`src/sv/pgw_pkg.sv`:
```
// Shared types, constants and helpers for the four-level page table walker.
package pgw_pkg;

   localparam int TABLE_PAGES       = 8;
   localparam int ENTRIES_PER_TABLE = 512;
   localparam int STORE_WORDS       = TABLE_PAGES * ENTRIES_PER_TABLE;
   localparam int PAGE_BITS         = $clog2(TABLE_PAGES);
   localparam int SLICE_BITS        = $clog2(ENTRIES_PER_TABLE);
   localparam int STORE_AW          = PAGE_BITS + SLICE_BITS;

   localparam int VA_W    = 48;
   localparam int PA_W    = 52;
   localparam int DATA_W  = 64;
   localparam int WIDX_W  = 12;
   localparam int ROOT_W  = 3;
   localparam int CSR_AW  = 3;
   localparam int CSR_DW  = 32;

   localparam logic KIND_WRITE = 1'b0;
   localparam logic KIND_XLATE = 1'b1;

   localparam logic [1:0] PSIZE_4K = 2'd0;
   localparam logic [1:0] PSIZE_2M = 2'd1;
   localparam logic [1:0] PSIZE_1G = 2'd2;

   localparam logic [1:0] LVL_TOP  = 2'd0;
   localparam logic [1:0] LVL_1G   = 2'd1;
   localparam logic [1:0] LVL_2M   = 2'd2;
   localparam logic [1:0] LVL_LEAF = 2'd3;

   localparam int BIT_PRESENT = 0;
   localparam int BIT_HUGE    = 7;

   localparam logic CSR_ROOT = 1'b0;

   typedef struct packed {
      logic              kind;
      logic [VA_W-1:0]   virt_addr;
      logic [WIDX_W-1:0] word_index;
      logic [DATA_W-1:0] word_data;
   } req_type;

   typedef struct packed {
      logic            found;
      logic [PA_W-1:0] phys_addr;
      logic [1:0]      pg_size;
      logic [1:0]      fail_level;
   } rsp_type;

   typedef struct packed {
      logic                is_write;
      logic [VA_W-1:0]     va;
      logic [STORE_AW-1:0] waddr;
      logic [DATA_W-1:0]   wdata;
   } cmd_type;

   typedef struct packed {
      logic    valid;
      cmd_type cmd;
   } q2b_type;

   typedef struct packed {
      logic pop;
      logic clearing;
   } b2f_type;

   function automatic logic [SLICE_BITS-1:0] va_slice(input logic [VA_W-1:0] va,
                                                      input logic [1:0] lvl);
      logic [SLICE_BITS-1:0] s;
      s = '0;
      unique case (lvl)
         LVL_TOP:  s = va[39 +: SLICE_BITS];
         LVL_1G:   s = va[30 +: SLICE_BITS];
         LVL_2M:   s = va[21 +: SLICE_BITS];
         LVL_LEAF: s = va[12 +: SLICE_BITS];
         default:  s = '0;
      endcase
      return s;
   endfunction

endpackage

```
`src/sv/pgw_front.sv`:
```
// Front end: accepts request transfers, classifies them and queues commands.
module pgw_front (
   input  logic             clock,
   input  logic             reset,
   input  logic             req_valid,
   output logic             req_stall,
   input  pgw_pkg::req_type req_data,
   output pgw_pkg::q2b_type q2b,
   input  pgw_pkg::b2f_type b2f
);
   import pgw_pkg::*;

   cmd_type    q_ff [2];
   cmd_type    q_in [2];
   logic       wptr_ff, wptr_in;
   logic       rptr_ff, rptr_in;
   logic [1:0] cnt_ff, cnt_in;
   cmd_type    cmd_c;
   logic       keep_c;
   logic       push;

   always_comb begin
      cmd_c.is_write = (req_data.kind == KIND_WRITE);
      cmd_c.va       = req_data.virt_addr;
      cmd_c.waddr    = STORE_AW'(req_data.word_index);
      cmd_c.wdata    = req_data.word_data;
      keep_c         = (req_data.kind == KIND_XLATE) ||
                       (32'(req_data.word_index) < 32'(STORE_WORDS));
   end

   assign req_stall = (cnt_ff == 2'd2) || b2f.clearing;
   assign push      = req_valid && !req_stall && keep_c;

   always_comb begin
      q_in[0] = q_ff[0];
      q_in[1] = q_ff[1];
      wptr_in = wptr_ff;
      rptr_in = rptr_ff;
      cnt_in  = cnt_ff;
      if (push) begin
         q_in[wptr_ff] = cmd_c;
         wptr_in       = !wptr_ff;
      end
      if (b2f.pop) begin
         rptr_in = !rptr_ff;
      end
      if (push && !b2f.pop) begin
         cnt_in = cnt_ff + 2'd1;
      end else if (!push && b2f.pop) begin
         cnt_in = cnt_ff - 2'd1;
      end
   end

   always_ff @(posedge clock) begin
      q_ff[0] <= q_in[0];
      q_ff[1] <= q_in[1];
      if (reset) begin
         wptr_ff <= 1'b0;
         rptr_ff <= 1'b0;
         cnt_ff  <= 2'd0;
      end else begin
         wptr_ff <= wptr_in;
         rptr_ff <= rptr_in;
         cnt_ff  <= cnt_in;
      end
   end

   assign q2b.valid = (cnt_ff != 2'd0);
   assign q2b.cmd   = q_ff[rptr_ff];

endmodule

```
`config.mk`:
```
export PLATFORM = sky130hd
export DESIGN_NAME = pgw_front
export DESIGN_NICKNAME = d
export VERILOG_FILES = /design/src/sv/pgw_pkg.sv /design/src/sv/pgw_front.sv
export SDC_FILE = /design/constraint.sdc
export NUM_CORES = 1
export LEC_CHECK = 0
export BUFFER_PORTS_ARGS = -buffer_cell sky130_fd_sc_hd__buf_2
export CAP_MARGIN = 20
export CORE_MARGIN = 1
export CORE_UTILIZATION = 50
export CTS_CLUSTER_SIZE = 14
export DETAILED_ROUTE_END_ITERATION = 8
export HOLD_SLACK_MARGIN = 0.02
export PLACE_DENSITY_LB_ADDON = 0.3
export SYNTH_ARGS = -nofsm -noshare
export SYNTH_HDL_FRONTEND = slang
export SYNTH_SLANG_ARGS = --single-unit
export TNS_END_PERCENT = 50
```
`constraint.sdc`:
```
create_clock -name clock -period 9.1 [get_ports clock]
set_input_delay 1.82 -clock clock [delete_from_list [all_inputs] [get_ports clock]]
set_output_delay 1.82 -clock clock [all_outputs]
set_load 0.01 [all_outputs]
```
==> Word-level counts from Yosys, hierarchy flattened <==
Memory sizes are Yosys's and may differ from the RTL's. A register that Yosys moved wholly into a read port is not among the register bits.
Index checks and enable logic that the tools add are counted.
{ "totals": {"regBits": 4, "ramBits": 250, "input_bits": 130, "output_inout_bits": 127, "word_cells": 31, "memories": 1} }
{ "op_classes": {"n_addsub": 2, "magnitude_cmp": 2, "n_eq_ne": 1, "mux": 8, "bitwise_logic": 2, "reduce_logical": 12} }
{ "mem_list": {"columns": ["name", "words", "word_bits", "rd", "rd_clocked_by_memory_dff", "wr", "line", "source"], "rows": [
  ["q_ff", 2, 125, 3, 1, 2, "pgw_front.sv:13", "cmd_type q_ff [2];"]
]} }
{ "op_table": {"columns": ["operator", "count"], "rows": [
  ["250-bit bitwise mux", 1],
  ["250-bit two-way mux", 1],
  ["125-bit demux with 1-bit select", 1],
  ["125-bit two-way mux", 1],
  ["1-bit logical NOT", 5],
  ["1-bit logical AND", 4],
  ["2-bit two-way mux", 2],
  ["2-bit nonzero test", 2],
  ["2-bit by 1-bit adder with 2-bit output (second input constant)", 1],
  ["2-bit equality test (second input constant)", 1],
  ["2-bit >= comparator (second input constant)", 1],
  ["2-bit by 1-bit less-than comparator with 1-bit output (second input constant)", 1],
  ["1-bit two-way mux", 2],
  ["1-bit NOT with 2-bit output", 1],
  ["2-bit by 1-bit subtractor with 2-bit output (second input constant)", 1],
  ["1-bit logical OR", 1],
  ["1-bit NOT", 1]
]} }

==> Longest topological paths before layout <==
{ "depth": {"ltp_word": 8, "ltp_mapped": 6, "mapped_depth_nobuf": 6} }

==> Worst setup path before layout <==
Ideal clock, no wire load.
{ "synth_timing": {"path_kind": "input -> register", "startpoint": "input port req_valid", "endpoint": "memory q_ff[0][0] (netlist name) (enable)", "setup_time_ns": 0.626, "arrival_ns": 7.672, "required_ns": 8.474, "path_slack_ns": 0.803, "stages": 3, "n_path_buf": 0, "cell_sequence": "nor2b_1 -> and2_1 -> nor2b_1"} }
{ "synth_lines": {"columns": ["element", "line", "source"], "rows": [
  ["start, declared", "pgw_front.sv:5", "input logic req_valid,"],
  ["end, declared", "pgw_front.sv:13", null]
]} }

==> metrics.yaml <==
port_buffers: 256
path_clk_slew_ns: 0.06
drtIter0Drc: 223
yosysWarningCount: 0
numPlacedInstances: 892
ant_nets: 0
viasPerCell: 5.050
tightest_slew_ns: 1.092
hold_ws_ns: 0.5168
fin_skew_ns: 0.02599
tns_ns: 0
place_ws_ns: 4.826
synth_area_leader_cell: "edfxtp_1"
io_pins: 257
setup_ws_ns: 4.350
rr_endpoint: "q_ff[1][98]"
endpoint_kind: "output port"
rsz0062_at_grt: "false"
hold_viol_final: 0
postCtsResizedCells: 0
drcViolationCount: 0
cp-start-kind: "flip-flop"
grt_max_degree: 80
period_needed_ns: 4.750
crit_fanout: 66
setup-violations-final: 0
cts_buffers: 26
synth_seq_area_share_pct: 80.47
synthTopCellsByArea: "edfxtp_1 79%, mux2_2 8.9%, mux2_4 7.9%"
cts_sinks: 255
layout_common_cells: "256 x buf_2, 250 x edfxtp_1, 75 x mux2_2, 50 x mux2_4, 27 x clkbuf_16"
slowest_delay_ns: 0.94
critical_path.cell_chain: "buf_4 > mux2_2 > buf_2"
maxSlewHeadroom_pct: 27.22
cts_tree: "yes"
cp_num_buf_inv: 2
reg2reg_setup_slack_ns: 6.41
clock.fmax_mhz: 210.5
rows: 49
final_common_cell: "buf_2"
vdd.ir_drop.worst_uv: 209.6
ctsRootBufferMaster: "clkbuf_16"
grt.overflow.total: 0
antenna_found_initial: 4
finalCritPeriodShare_pct: 52.20
cts_setup_buffers: 0
h-tree-depth: 1
ys_ff_latch: 255
worstSkewPairLatency_ns: 0.52
power_leakage_nw: 4.503
totalWireLength_um: 17150
grt_pass1_wl_um: 26280
fin_cells: 942
drt_pass1_iterations: 4
synthCells: 417
hold_path_class: "reg2reg"
vias: 4757
whs_path_depth: 2
cts_max_path_buffers: 3
gp_congestion: 0.7300
nFillCells: 1276
path_class: "reg2out"
initial_core_util_pct: 51.75
total_power_mw: 2.681
post-dp-hpwl_um: 11270
ctsHoldBuffers: 0
hp-start: "rptr_ff"
yosysUniqueCellTypes: 21
r2r_cells: 3
die_area_mm2: 0.01946
drive_above_1_share_pct: 59.77
r2r-start: "cnt_ff[0]"
cp.arrival_ns: 2.93
cap_violations: 0
power_density_mw_per_mm2: 227.0
slew_violations: 0
status: "finished, final reports clean"
syn_area_per_cell_um2: 22.67
critPathTopFamily: "buffers and inverters"
wire_per_inst_um: 18.21
netlist.area_leader.share_pct: 79.41
fin_nets: 822
synth_nets: 548
die_h_um: 139.5
die_w_um: 139.5
coreArea_mm2: 0.01827
synth_area_mm2: 0.009454
syn_to_final_growth_pct: 24.89
grt_pass1_vias: 5071
required_ns: 7.28
worst_path_max_delay_cell: "buf_4"
grt_usage_pct: 17.50
## final cells by class
type | instances | area (µm²) | share of cell area (%)
diodes | 2 | 5.005 | 0.04239
clock buffers | 32 | 694.4 | 5.881
clock inverters | 16 | 153.9 | 1.303
inverters | 2 | 7.507 | 0.06358
multi-input cells | 146 | 1738 | 14.72
flip-flops and latches | 255 | 7611 | 64.46
well taps | 229 | 286.5 | 2.427
repair buffers | 260 | 1311 | 11.11
## routing by layer
metal	routed length (µm)	part of all wire (%)	GRT usage [%]	vias to the layer above
li1	-	-	-	2209
met1	6897	40	20.66	2276
met2	8094	47	29.07	221
met3	1608	9.4	6.573	47
met4	523	3.0	6.842	4
met5	26	0.15	0	-
## registers in the layout, summed over array words and instances, names as in the netlist, named ones only
signal	count
wptr_ff	1
q_ff	250
rptr_ff	1
cnt_ff	2
## worst max-delay path by stage
| stage | slack (ns) | depth (start not counted) | startpoint | endpoint |
|---|---|---|---|---|
| finish | 4.35 | 3 | flip-flop | q2b[117] |
| global route | 4.15 | 3 | flip-flop | q2b[117] |
| CTS | 4.25 | 3 | flip-flop | q2b[117] |
| detailed placement | 4.83 | 3 | flip-flop | q2b[77] |
| global placement | 4.85 | 3 | flip-flop | q2b[72] |
| floorplan | 0.80 | 3 | req_valid | q_ff[0][0] |
## cells in the mapped netlist, drive strengths merged
| master | n |
|---|---|
| a21oi | 1 |
| and2 | 1 |
| and3 | 1 |
| buf | 14 |
| dfxtp | 5 |
| edfxtp | 250 |
| ha | 1 |
| inv | 2 |
| mux2 | 125 |
| nand2b | 3 |
| nand3 | 1 |
| nor2 | 4 |
| nor2b | 2 |
| o21ai | 2 |
| or2 | 1 |
| or3 | 1 |
| xnor2 | 1 |
| xor2 | 2 |
## where the power goes
part | switching [mW] | internal [mW] | total [mW]
Combinational | 0.130 | 0.134 | 0.264
Clock | 0.413 | 0.626 | 1.04
Sequential | 0.0247 | 1.35 | 1.38
## cell families (layout without fill, tap and decap cells)
logic type / Yosys count / in the layout / share of synthesized area [%]
other: 0 / 2 / 0
multiplexers: 125 / 125 / 16.87
adder cells (fa/ha/maj): 1 / 1 / 0.1323
AND/OR/NAND/NOR: 14 / 14 / 0.8074
flip-flops: 255 / 255 / 80.47
XOR/XNOR: 3 / 3 / 0.2780
AO/OA/AOI/OAI: 3 / 3 / 0.1587
buffers and inverters: 16 / 310 / 1.284
## metrics by stage
| stage | area [µm²] | util [%] |
|---|---|---|
| after floorplan | 9454 | - |
| after global placement | 10950 | 59.96 |
| after global routing | 11810 | 64.61 |
| after CTS | 11800 | 64.60 |
| final | 11810 | 64.63 |
| after detailed placement | 10950 | 59.96 |
## worst reg2reg max path, delay by kind of cell, from the launching register on
| kind | cells | cell delay, ns |
|---|---|---|
| buf+inv | 1 | 0.92 |
| flops | 1 | 0.39 |
| simple gates | 2 | 0.88 |
Power figures use the tool's default switching activity.
